**config.mk**
```make
export PLATFORM = sky130hd
export DESIGN_NAME = ssp_fifo
export DESIGN_NICKNAME = d
export VERILOG_FILES = /design/src/design/ssp_pkg.sv /design/src/design/ssp_fifo.sv
export SDC_FILE = /design/constraint.sdc
export NUM_CORES = 1
export LEC_CHECK = 0
export ABC_CLOCK_PERIOD_IN_PS = 2290
export BUFFER_PORTS_ARGS = -buffer_cell sky130_fd_sc_hd__buf_2
export CAP_MARGIN = 25
export CORE_MARGIN = 2
export CORE_UTILIZATION = 40
export CTS_BUF_LIST = sky130_fd_sc_hd__clkbuf_16
export DETAILED_ROUTE_END_ITERATION = 8
export GPL_TIMING_DRIVEN = 0
export PLACE_DENSITY = 0.69
export SLEW_MARGIN = 20
export SYNTH_ARGS = -nofsm -noshare
export SYNTH_HDL_FRONTEND = slang
export SYNTH_SLANG_ARGS = --single-unit
```
**constraint.sdc**
```tcl
create_clock -name clock -period 2.29 [get_ports clock]
set_input_delay 0.458 -clock clock [delete_from_list [all_inputs] [get_ports clock]]
set_output_delay 0.458 -clock clock [all_outputs]
set_load 0.02 [all_outputs]
```
**src/design/ssp_pkg.sv**
```systemverilog
// Shared types, constants and helpers of the subsample predict residual block.
`timescale 1ns / 1ps
`default_nettype none
package ssp_pkg;

   // Block geometry
   localparam int BLOCK_SIDE = 128;
   localparam int POS_W      = $clog2(BLOCK_SIDE);
   localparam int PAIR_W     = POS_W - 1;
   localparam int PAIRS      = (BLOCK_SIDE + 1) / 2;

   // Field widths
   localparam int PIX_W   = 8;
   localparam int INDEX_W = 7;
   localparam int CNT_W   = 15;
   localparam int BINS    = 256;
   localparam int BIN_W   = $clog2(BINS);

   localparam logic [CNT_W-1:0] CNT_MAX = {CNT_W{1'b1}};

   // Command codes
   localparam logic CMD_PIXEL = 1'b0;
   localparam logic CMD_READ  = 1'b1;

   // Job kinds in the queue
   localparam logic [1:0] JOB_CELL  = 2'd0;
   localparam logic [1:0] JOB_READ  = 2'd1;
   localparam logic [1:0] JOB_CLEAR = 2'd2;

   localparam logic [1:0] STEP_LAST = 2'd3;

   // Queue geometry
   localparam int QUEUE_DEPTH = 4;
   localparam int QPTR_W      = $clog2(QUEUE_DEPTH);
   localparam int QCNT_W      = $clog2(QUEUE_DEPTH + 1);

   typedef struct packed {
      logic [1:0]       kind;
      logic [PIX_W-1:0] res0;   // upper-left residual
      logic [PIX_W-1:0] res1;   // upper-right residual
      logic [PIX_W-1:0] res2;   // lower-left residual
      logic [POS_W-1:0] row;    // row of the lower-right pixel
      logic [POS_W-1:0] col;    // column of the lower-right pixel
      logic             last;
      logic [BIN_W-1:0] bin;
   } job_type;

   typedef struct packed {
      logic [PIX_W-1:0]   residual;
      logic [INDEX_W-1:0] row_index;
      logic [INDEX_W-1:0] col_index;
      logic               block_done;
      logic [CNT_W-1:0]   bin_count;
      logic               is_readback;
   } rsp_type;

   // Fit a position to the tag width: keep the low bits, zero-extend if narrower.
   function automatic logic [INDEX_W-1:0] to_index(input logic [POS_W-1:0] v);
      logic [POS_W+INDEX_W-1:0] wide;
      wide = {{INDEX_W{1'b0}}, v};
      return wide[INDEX_W-1:0];
   endfunction

endpackage
`default_nettype wire

```
**src/design/ssp_fifo.sv**
```systemverilog
// Short job queue between front end and back end.
`timescale 1ns / 1ps
`default_nettype none
module ssp_fifo
   import ssp_pkg::*;
(
   input  wire logic    clock,
   input  wire logic    reset,
   input  wire logic    push,
   input  wire job_type push_job,
   output logic         full,
   input  wire logic    pop,
   output logic         empty,
   output job_type      head
);

   job_type            entry_ff [QUEUE_DEPTH];
   logic [QPTR_W-1:0]  wr_ptr_ff, rd_ptr_ff;
   logic [QCNT_W-1:0]  count_ff, count_in;

   assign full  = (count_ff == QCNT_W'(QUEUE_DEPTH));
   assign empty = (count_ff == '0);
   assign head  = entry_ff[rd_ptr_ff];

   always_comb begin
      count_in = count_ff;
      if (push && !pop) begin
         count_in = count_ff + 1'b1;
      end else if (pop && !push) begin
         count_in = count_ff - 1'b1;
      end
   end

   always_ff @(posedge clock) begin
      if (reset) begin
         wr_ptr_ff <= '0;
         rd_ptr_ff <= '0;
         count_ff  <= '0;
      end else begin
         count_ff <= count_in;
         if (push) begin
            wr_ptr_ff <= (wr_ptr_ff == QPTR_W'(QUEUE_DEPTH - 1)) ? '0 : wr_ptr_ff + 1'b1;
         end
         if (pop) begin
            rd_ptr_ff <= (rd_ptr_ff == QPTR_W'(QUEUE_DEPTH - 1)) ? '0 : rd_ptr_ff + 1'b1;
         end
      end
   end

   always_ff @(posedge clock) begin
      if (push) begin
         entry_ff[wr_ptr_ff] <= push_job;
      end
   end

endmodule
`default_nettype wire

```
==> flow_summary.json <==
{
  "placed_area_sq_um": 8460,
  "yosysUniqueCellTypes": 21,
  "setup_violations": 0,
  "synth_edf_count": 196,
  "synth_top_area_cell": "edfxtp_1",
  "synth.most_common_cell": "edfxtp_1",
  "cts-root-buf": "clkbuf_16",
  "n_antenna_cell": 0,
  "hold_depth": 1,
  "cp.required_ns": 1.83,
  "synth_area_per_cell_sq_um": 25.1,
  "hpwl_um": 8060,
  "design_area_sq_um": 9360,
  "dieHeight_um": 141,
  "core-area_sq_um": 18600,
  "timing.rr.start": "wr_ptr_ff[0]$_SDFFE_PP0P_",
  "clk_latency_ns": 0.49,
  "fin_nets": 495,
  "synth_seq_cells": 205,
  "cp.arrival_ns": 1.82,
  "skew_ns": 0.0131,
  "route.vias.total": 3427,
  "place.gp.congestion": 0.658,
  "antenna_found_initial": 0,
  "crit_type": "reg -> out",
  "yosysSeqAreaShare_pct": 80.5,
  "holdWs_ns": 0.175,
  "period_minus_slack_ns": 2.28,
  "synthCells": 300,
  "setup_tns_ns": 0,
  "overflow": 0,
  "num_io_pins": 104,
  "rr_worst_depth": 3,
  "rows": 50,
  "fmax_mhz": 438,
  "clockBufferDepth": 3,
  "p_total_mw": 8.62,
  "dr.pass1.iters": 4,
  "hold_violations": 0,
  "synth_common_cells": "196 x edfxtp_1, 47 x mux4_2, 9 x dfxtp_1, 7 x nor2_1, 6 x ha_1",
  "slew_headroom_pct": 79.3,
  "async_flop_share_pct": 0,
  "wl_per_cell_um": 19.4,
  "layout-drive-gt1-share_pct": 46.2,
  "synth_top_area_share_pct": 78.1,
  "grt_max_degree": 37,
  "cp_max_fo": 6,
  "vdd_drop_max_uv": 448,
  "tightestPinTransition_ns": 0.310,
  "path_clk_slew_ns": 0.06,
  "cts_made_buffers": 22,
  "synth_ff_type": "edfxtp_1",
  "syn_to_final_growth_pct": 24.3,
  "grt_pass1_vias": 3737,
  "r2r_slack_ns": 0.76,
  "slew_viol_final": 0,
  "status": "completed",
  "leakage_nw": 3.24,
  "power_density_nw_per_um2": 921,
  "worstSetupEndpoint": "head[28]",
  "drtIter0Drc": 134,
  "ctsHoldBuffers": 0,
  "fin_crit_sh_pct": 99.6,
  "grt_pass1_wl_um": 20300,
  "grtUsageTotal_pct": 13.4,
  "netlist_area_sq_um": 7530,
  "h-tree-depth": 1,
  "hold_path_class": "in -> reg",
  "yosys-top-cells-area": "edfxtp_1 78%, mux4_2 14%, dfxtp_1 2.4%",
  "cts.sinks": 205,
  "place.port_buffers": 103,
  "yosysWarnings": 0,
  "drt_wl_total_um": 13300,
  "cap_violations": 0,
  "dieWidth_um": 141,
  "critPathLaunchType": "flip-flop",
  "r2r-end": "entry_ff[3][23]$_DFFE_PP_",
  "cp-end-kind": "output port",
  "cts_tree": "built",
  "die_area_sq_um": 19900,
  "drc": 0,
  "viasPerCell": 5.01,
  "start_util_pct": 40.5,
  "ant_nets": 0,
  "syn-num-nets": 360,
  "rsz0062_at_grt": "yes"
}
[per-layer routing]
metal | wire (um) | global-route usage (%) | vias up
met3 | 769 | 3.23 | 20
li1 | - | - | 1541
met4 | 210 | 3.42 | 0
met5 | 0 | 0 | -
met2 | 6890 | 23.9 | 92
met1 | 5420 | 16.6 | 1774
[worst min-delay path by stage]
stage | from | to | slack [ns]
2_1_floorplan | count_ff[2]$_SDFFE_PP0P_ | count_ff[2]$_SDFFE_PP0P_ | 0.46
3_3_place_gp | count_ff[2]$_SDFFE_PP0P_ | count_ff[2]$_SDFFE_PP0P_ | 0.48
3_5_place_dp | rd_ptr_ff[0]$_SDFFE_PP0P_ | rd_ptr_ff[0]$_SDFFE_PP0P_ | 0.55
4_1_cts | push_job[43] | entry_ff[2][43]$_DFFE_PP_ | 0.15
5_1_grt | push_job[35] | entry_ff[1][35]$_DFFE_PP_ | 0.16
6_report | push_job[12] | entry_ff[1][12]$_DFFE_PP_ | 0.17
[cells by family after synthesis]
logic type / synth area share, %
xor gates and xnor gates: 0.233
buffers and inverters: 1.46
AOI/OAI and AO/OA: 0.199
muxes: 15.3
adders and majority gates: 1.26
DFF: 80.5
and+or+nand+nor: 1.03
[stage by stage]
stage               cells  util [%]  worst slack [ns]
floorplan             300         -             0.159
global placement      637      44.9            -0.901
detailed placement    641      45.5             0.230
CTS                   684      50.1           -0.0261
global route          684      50.4           -0.0549
finish                684      50.4           0.00878
[flip-flops by register name, indices dropped and copies added, names as in the netlist, named ones only]
register and count:
wr_ptr_ff 2, entry_ff 196, count_ff 3, rd_ptr_ff 2
[final cells by class]
class	instances	area (sq um)
plain buffers	10	118
clock buffers	23	576
clock inverters	16	124
fillers	1474	9220
inverters	4	15.0
multi-input cells	80	1360
flip-flops and latches	205	6070
well taps	234	293
repair buffers	112	807
[where the power goes]
part | internal, mW | leakage, nW | total (mW) | switching, mW
logic | 0.424 | 1.00 | 0.921 | 0.497
registers | 4.29 | 1.88 | 4.34 | 0.0511
clock network | 2.03 | 0.361 | 3.36 | 1.33
[placed cells by master (no fill, tap or decap), types with 3 or more instances in the layout]
cell,count
mux2i_1,4
dfxtp_1,8
edfxtp_1,196
buf_16,5
clkbuf_16,23
inv_1,8
clkinv_1,3
buf_2,87
clkinv_2,6
buf_6,23
nor2_1,7
mux4_2,49
ha_1,6
and2_4,4
[worst max-delay path, stage by stage, from the launching register on]
cell,delay [ns]
dfxtp_4,0.40
buf_12,0.14
buf_12,0.12
mux4_2,0.51
buf_6,0.15
[timing repair]
action / CTS / global route
gates cloned: 1 / 0
buffers inserted: 4 / 0
pin swaps: 0 / 0
setup endpoints to repair: 42 / 48
gates resized for setup: 40 / 16
Note: power is estimated with default switching activity, not from simulation.
