## src/design/ssp_pkg.sv

```systemverilog
// Shared types, constants and helpers of the subsample predict residual block.
`timescale 1ns / 1ps
`default_nettype none
package ssp_pkg;

   // Block geometry
   localparam int BLOCK_SIDE = 128;
   localparam int POS_W      = $clog2(BLOCK_SIDE);
   localparam int PAIR_W     = POS_W - 1;
   localparam int PAIRS      = (BLOCK_SIDE + 1) / 2;

   // Field widths
   localparam int PIX_W   = 8;
   localparam int INDEX_W = 7;
   localparam int CNT_W   = 15;
   localparam int BINS    = 256;
   localparam int BIN_W   = $clog2(BINS);

   localparam logic [CNT_W-1:0] CNT_MAX = {CNT_W{1'b1}};

   // Command codes
   localparam logic CMD_PIXEL = 1'b0;
   localparam logic CMD_READ  = 1'b1;

   // Job kinds in the queue
   localparam logic [1:0] JOB_CELL  = 2'd0;
   localparam logic [1:0] JOB_READ  = 2'd1;
   localparam logic [1:0] JOB_CLEAR = 2'd2;

   localparam logic [1:0] STEP_LAST = 2'd3;

   // Queue geometry
   localparam int QUEUE_DEPTH = 4;
   localparam int QPTR_W      = $clog2(QUEUE_DEPTH);
   localparam int QCNT_W      = $clog2(QUEUE_DEPTH + 1);

   typedef struct packed {
      logic [1:0]       kind;
      logic [PIX_W-1:0] res0;   // upper-left residual
      logic [PIX_W-1:0] res1;   // upper-right residual
      logic [PIX_W-1:0] res2;   // lower-left residual
      logic [POS_W-1:0] row;    // row of the lower-right pixel
      logic [POS_W-1:0] col;    // column of the lower-right pixel
      logic             last;
      logic [BIN_W-1:0] bin;
   } job_type;

   typedef struct packed {
      logic [PIX_W-1:0]   residual;
      logic [INDEX_W-1:0] row_index;
      logic [INDEX_W-1:0] col_index;
      logic               block_done;
      logic [CNT_W-1:0]   bin_count;
      logic               is_readback;
   } rsp_type;

   // Fit a position to the tag width: keep the low bits, zero-extend if narrower.
   function automatic logic [INDEX_W-1:0] to_index(input logic [POS_W-1:0] v);
      logic [POS_W+INDEX_W-1:0] wide;
      wide = {{INDEX_W{1'b0}}, v};
      return wide[INDEX_W-1:0];
   endfunction

endpackage
`default_nettype wire

```

## src/design/ssp_front.sv

```systemverilog
// Front end: accepts words, tracks the raster position, buffers rows, builds jobs.
`timescale 1ns / 1ps
`default_nettype none
module ssp_front
   import ssp_pkg::*;
(
   input  wire logic             clock,
   input  wire logic             reset,
   input  wire logic             req_valid,
   output logic                  req_stall,
   input  wire logic             req_command,
   input  wire logic [PIX_W-1:0] req_pixel,
   input  wire logic [BIN_W-1:0] req_bin_index,
   input  wire logic             q_full,
   output logic                  q_push,
   output job_type               q_job
);

   localparam logic [POS_W-1:0] SIDE_LAST = POS_W'(BLOCK_SIDE - 1);

   logic [POS_W-1:0] row_ff, row_in;
   logic [POS_W-1:0] col_ff, col_in;

   logic [PIX_W-1:0]   even_lo_ff;
   logic [PIX_W-1:0]   hold_ff;
   logic [2*PIX_W-1:0] rd_pair_ff;
   logic [2*PIX_W-1:0] pair_mem_ff [PAIRS];

   logic             is_read, is_pixel, at_start, cell_end, need_push, accept, pix_acc;
   logic [PAIR_W-1:0] pair_addr;

   assign is_read   = (req_command == CMD_READ);
   assign is_pixel  = (req_command == CMD_PIXEL);
   assign at_start  = (row_ff == '0) && (col_ff == '0);
   assign cell_end  = row_ff[0] && col_ff[0];
   assign need_push = is_read || at_start || cell_end;
   assign req_stall = q_full && need_push;
   assign accept    = req_valid && !req_stall;
   assign pix_acc   = accept && is_pixel;
   assign q_push    = accept && need_push;
   assign pair_addr = col_ff[POS_W-1:1];

   // Raster position
   always_comb begin
      row_in = row_ff;
      col_in = col_ff;
      if (pix_acc) begin
         if (col_ff == SIDE_LAST) begin
            col_in = '0;
            row_in = (row_ff == SIDE_LAST) ? '0 : row_ff + 1'b1;
         end else begin
            col_in = col_ff + 1'b1;
         end
      end
   end

   always_ff @(posedge clock) begin
      if (reset) begin
         row_ff <= '0;
         col_ff <= '0;
      end else begin
         row_ff <= row_in;
         col_ff <= col_in;
      end
   end

   // Even rows fill the pair store; odd rows read it one pixel ahead of the cell end
   always_ff @(posedge clock) begin
      if (pix_acc) begin
         if (!row_ff[0]) begin
            if (!col_ff[0]) begin
               even_lo_ff <= req_pixel;
            end else begin
               pair_mem_ff[pair_addr] <= {req_pixel, even_lo_ff};
            end
         end else if (!col_ff[0]) begin
            hold_ff    <= req_pixel;
            rd_pair_ff <= pair_mem_ff[pair_addr];
         end
      end
   end

   always_comb begin
      q_job      = '0;
      q_job.row  = row_ff;
      q_job.col  = col_ff;
      q_job.bin  = req_bin_index;
      q_job.last = (row_ff == SIDE_LAST) && (col_ff == SIDE_LAST);
      q_job.res0 = rd_pair_ff[PIX_W-1:0] - req_pixel;
      q_job.res1 = rd_pair_ff[2*PIX_W-1:PIX_W] - req_pixel;
      q_job.res2 = hold_ff - req_pixel;
      if (is_read) begin
         q_job.kind = JOB_READ;
      end else if (at_start) begin
         q_job.kind = JOB_CLEAR;
      end else begin
         q_job.kind = JOB_CELL;
      end
   end

endmodule
`default_nettype wire

```

## config.mk

```make
export PLATFORM = sky130hd
export DESIGN_NAME = ssp_front
export DESIGN_NICKNAME = d
export VERILOG_FILES = /design/src/design/ssp_pkg.sv /design/src/design/ssp_front.sv
export SDC_FILE = /design/constraint.sdc
export NUM_CORES = 1
export LEC_CHECK = 0
export ABC_AREA = 1
export BUFFER_PORTS_ARGS = -buffer_cell sky130_fd_sc_hd__buf_2
export CAP_MARGIN = 20
export CELL_PAD_IN_SITES_DETAIL_PLACEMENT = 0
export CELL_PAD_IN_SITES_GLOBAL_PLACEMENT = 1
export CORE_ASPECT_RATIO = 2
export CORE_MARGIN = 2
export CORE_UTILIZATION = 35
export DETAILED_ROUTE_END_ITERATION = 8
export GPL_TIMING_DRIVEN = 0
export PLACE_DENSITY_LB_ADDON = 0.1
export SLEW_MARGIN = 25
export SYNTH_ARGS = -nofsm -noshare
export SYNTH_HDL_FRONTEND = slang
export SYNTH_SLANG_ARGS = --single-unit
```

## constraint.sdc

```tcl
create_clock -name clock -period 8.65 [get_ports clock]
set_clock_uncertainty 0.1 [all_clocks]
set_input_delay 1.73 -clock clock [delete_from_list [all_inputs] [get_ports clock]]
set_output_delay 1.73 -clock clock [all_outputs]
set_load 0.02 [all_outputs]
```

==> impl_metrics.toml <==
[cts]
cts_made_buffers = 98
clock_path_buffers = 3
clock_latency_late_sink_ns = 0.71
post_cts_resized = 0
count_of_buffers_added_by_post_cts_timing_repair_for_setup = 0
htree_levels = 3
clock_sink_total = 1070
clock_tree_from_tritoncts = "built"
cts-root-buf = "sky130_fd_sc_hd__clkbuf_16"
total_of_hold_buffers_inserted_after_clock_tree_synthesis = 0
clk_pin_slew_ns = 0.07

[critical_path]
worstReg2RegStart = "col_ff[1]"
crit_path_end_kind = "primary output"
timing.reg2reg.worst_path_depth = 19
path_buf_inv = 4
regToRegEndpoint = "pair_mem_ff[25][6]"
cp-startpoint = "req_pixel[2]"
slowest_stage = "sky130_fd_sc_hd__ha_1"
critical_path.endpoint = "q_job[38]"
critPathLaunchType = "primary input"
critPathMaxFanout = 38
worst-setup-path-type = "in -> out"
r2r_slack_ns = 4.34
worst_path_most_repeated_cell = "sky130_fd_sc_hd__nand2_1"
critPathMaxStageDelay_ns = 0.41
timing.critical_path.max_delay_family = "buffers and inverters"
timing.critical_path.required_ns = 6.82
worst-path-stages = 10
cp_cell_sequence = "buf_4 > buf_12 > inv_1 > ha_1 > nand2_1 > nand2_1 > a31oi_1 > o211ai_1 > xnor2_1 > buf_2"
worstPathArrival_ns = 4.16

[synth]
synth_top_cells_by_count = "sky130_fd_sc_hd__nand2_1, sky130_fd_sc_hd__edfxtp_1, sky130_fd_sc_hd__a21oi_1"
most_common_cell_in_the_netlist = "sky130_fd_sc_hd__nand2_1"
synth_flop_cell = "sky130_fd_sc_hd__edfxtp_1"
synthDistinctLibCells = 39
synth_simple_gate_area_share = 0.160
largest_family_of_logic_cells_by_synthesized_area = "simple AND/OR/NAND/NOR gates"
synth-compound-area-share = 0.0799
post_synth_inst_count = 3906
synth-seq-cells = 1070
synth.avg_cell_area_um2 = 11.4
synth-xor-area-share = 0.00431
synth_nets = 3955
synth_mux_area_frac = 0
syn_area_mm2 = 0.0447
yosys_warnings = 0
sequential_to_total_area_share_from_yosys_stat = 0.716
adder_cell_share_of_the_synthesized_area = 0.00835
yosys-top-cells-area = "sky130_fd_sc_hd__edfxtp_1, sky130_fd_sc_hd__nand2_1, sky130_fd_sc_hd__a21oi_1, sky130_fd_sc_hd__o21ai_0, sky130_fd_sc_hd__buf_2"
largest_area_contributor_in_the_netlist = "sky130_fd_sc_hd__edfxtp_1"
synthArstFlopShare = 0
synth_enable_flop_cells = 1056
synth_top_area_share = 0.710

[timing]
min_hold_slack_ns = 0.435
rsz_0062_raised_after_global_routing = "no"
finalWorstPathRequiredPeriod_ns = 5.99
timing.final.ws_setup_ns = 2.66
slew_viol_final = 0
finalHoldViolations = 0
maxSlewHeadroom = 0.219
fin_crit_sh = 0.693
maxClockFrequency_mhz = 167
worstMarginPinSlew_ns = 1.16
timing.setup.tns_ns = 0
setup_viol = 0

[final_layout]
count_of_placed_standard_cells_in_the_final_layout_fillers_left_out = 6072
utilization = 0.419
post_route_cells_drive_above_1_share = 0.159
layout.cell_area.non_filler_mm2 = 0.0532
finalNetCount = 4352
flow.area_growth_from_synthesis_pct = 19.0

[power_and_ir_drop]
powerDensity_mw_per_mm2 = 204
combinationalPowerShare = 0.059
total_power_mw = 10.8
seq_power_share = 0.524
power.clock.fraction = 0.416
power_switching_share = 0.233
vdd_ir_drop_max_uv = 149
power_switching_mw = 2.52
power.leakage_nw = 19.5
p_int_mw = 8.32

[global_route]
grt_use_total = 0.294
first_global_vias = 30700
grt_antenna_before_repair = 7
global_route_wire_length_before_repair_um = 259000
globalRoute.totalOverflow = 0
maximum_number_of_pins_on_one_net_before_global_route_repair = 57

[placed_design]
detailedPlacementHpwl_um = 149000
dpl_worst_slack_ns = 2.65
place.port_buffers = 63
detailed_place.area_mm2 = 0.0499
globalplace.congestion = 0.968
dp.cells = 5886

[routing]
metal3_wl_um = 10300
met2RoutedLength_um = 100000
drtAntennaViolNets = 0
vias_per_cell = 5.29
routed-via-count = 32100
postRouteWirelength_um = 194000
drt_iter0_markers = 3141
drt-pass1-iter-count = 6
met1_routed_wirelength_after_detailed_routing_um = 68900
post_drt_wl_per_cell_um = 32.0
top_layer_used = "met5"
drc = 0

[floorplan]
die_x_um = 257
die_height_um = 509
row_count = 185
core_area_mm2 = 0.127
dieArea_mm2 = 0.131
start_util = 0.352
io-pin-count = 72

[hold_path]
hp-class = "reg -> reg"
worst_hold_path.num_cells = 2

[job]
drv_cap = 0

[run_status]
outcome = "complete, no violations"
[final cells by class]
cell class	instances	area, um^2
timing repair buffer	297	2800
clock inverter	61	596
sequential	1070	32000
multi-input combinational	2545	11600
clock buffer	120	2620
tap	1683	2110
antenna	5	12.5
buffer	229	1150
fill	12300	73700
inverter	62	238
[sequential cells by signal, summed over array words and instances, names as in the netlist]
register,cells
col_ff,7
even_lo_ff,8
hold_ff,8
pair_mem_ff,1024
rd_pair_ff,16
row_ff,7
[worst min path at each step]
| stage | start | endpoint | slack (ns) |
|---|---|---|---|
| 2_1_floorplan | row_ff[6] | row_ff[6] | 0.48 |
| 3_3_place_gp | row_ff[6] | row_ff[6] | 0.42 |
| 6_report | row_ff[6] | row_ff[6] | 0.43 |
| 5_1_grt | row_ff[6] | row_ff[6] | 0.47 |
| 4_1_cts | row_ff[6] | row_ff[6] | 0.43 |
| 3_5_place_dp | row_ff[6] | row_ff[6] | 0.42 |
[cell usage in the layout (no fill, tap or decap), types with 16 or more instances in the layout]
| cell | netlist | layout |
|---|---|---|
| sky130_fd_sc_hd__o21ai_1 | 31 | 36 |
| sky130_fd_sc_hd__nor3_2 | 20 | 54 |
| sky130_fd_sc_hd__or2_1 | 36 | 36 |
| sky130_fd_sc_hd__edfxtp_1 | 1056 | 1056 |
| sky130_fd_sc_hd__ha_1 | 25 | 25 |
| sky130_fd_sc_hd__clkinv_2 | 0 | 22 |
| sky130_fd_sc_hd__a21oi_1 | 500 | 500 |
| sky130_fd_sc_hd__nor2_1 | 64 | 63 |
| sky130_fd_sc_hd__o21ai_0 | 160 | 155 |
| sky130_fd_sc_hd__buf_8 | 0 | 44 |
| sky130_fd_sc_hd__buf_4 | 17 | 158 |
| sky130_fd_sc_hd__clkbuf_1 | 73 | 88 |
| sky130_fd_sc_hd__buf_6 | 8 | 54 |
| sky130_fd_sc_hd__nor3_4 | 0 | 16 |
| sky130_fd_sc_hd__inv_1 | 57 | 57 |
| sky130_fd_sc_hd__buf_2 | 128 | 183 |
| sky130_fd_sc_hd__clkinv_1 | 1 | 19 |
| sky130_fd_sc_hd__nand2_1 | 1561 | 1561 |
| sky130_fd_sc_hd__clkbuf_16 | 0 | 102 |
[worst register-to-register path, stage by stage, from the launching register on]
cell	delay [ns]
sky130_fd_sc_hd__dfxtp_1	0.36
sky130_fd_sc_hd__buf_4	0.17
sky130_fd_sc_hd__inv_2	0.07
sky130_fd_sc_hd__buf_6	0.17
sky130_fd_sc_hd__buf_6	0.21
sky130_fd_sc_hd__buf_2	0.24
sky130_fd_sc_hd__ha_1	0.23
sky130_fd_sc_hd__nand3_1	0.12
sky130_fd_sc_hd__nor2_1	0.06
sky130_fd_sc_hd__nand2_1	0.07
sky130_fd_sc_hd__nand2_2	0.07
sky130_fd_sc_hd__nand2_4	0.10
sky130_fd_sc_hd__nand3_4	0.15
sky130_fd_sc_hd__inv_4	0.16
sky130_fd_sc_hd__nand2_4	0.16
sky130_fd_sc_hd__buf_6	0.22
sky130_fd_sc_hd__nor3_2	0.63
sky130_fd_sc_hd__buf_4	0.32
sky130_fd_sc_hd__buf_4	0.22
sky130_fd_sc_hd__buf_4	0.22
[kinds of logic (layout without fill, tap and decap cells)]
group                    Yosys count  after routing
buffers and inverters            291            769
other                              0              5
adder cells (fa/ha/maj)           28             28
AO/OA/AOI/OAI                    706            706
flip-flops                      1070           1070
XOR/XNOR                          22             22
AND/OR/NAND/NOR                 1789           1789
[layer usage]
metal / track usage / vias to the layer above
met1: 0.322 / 16100
met4: 0.190 / 6
met5: 0 / -
met3: 0.0389 / 405
li1: - / 14300
met2: 0.533 / 1338
[power by group through the flow]
stage,logic [mW],registers (mW),clock network [mW]
6_report,0.642,5.69,4.51
5_1_grt,0.679,5.68,4.72
4_1_cts,0.642,5.69,4.57
3_5_place_dp,0.640,5.80,0
3_3_place_gp,0.568,5.84,0
2_1_floorplan,0.286,5.81,0
(Power assumes the default switching activity.)
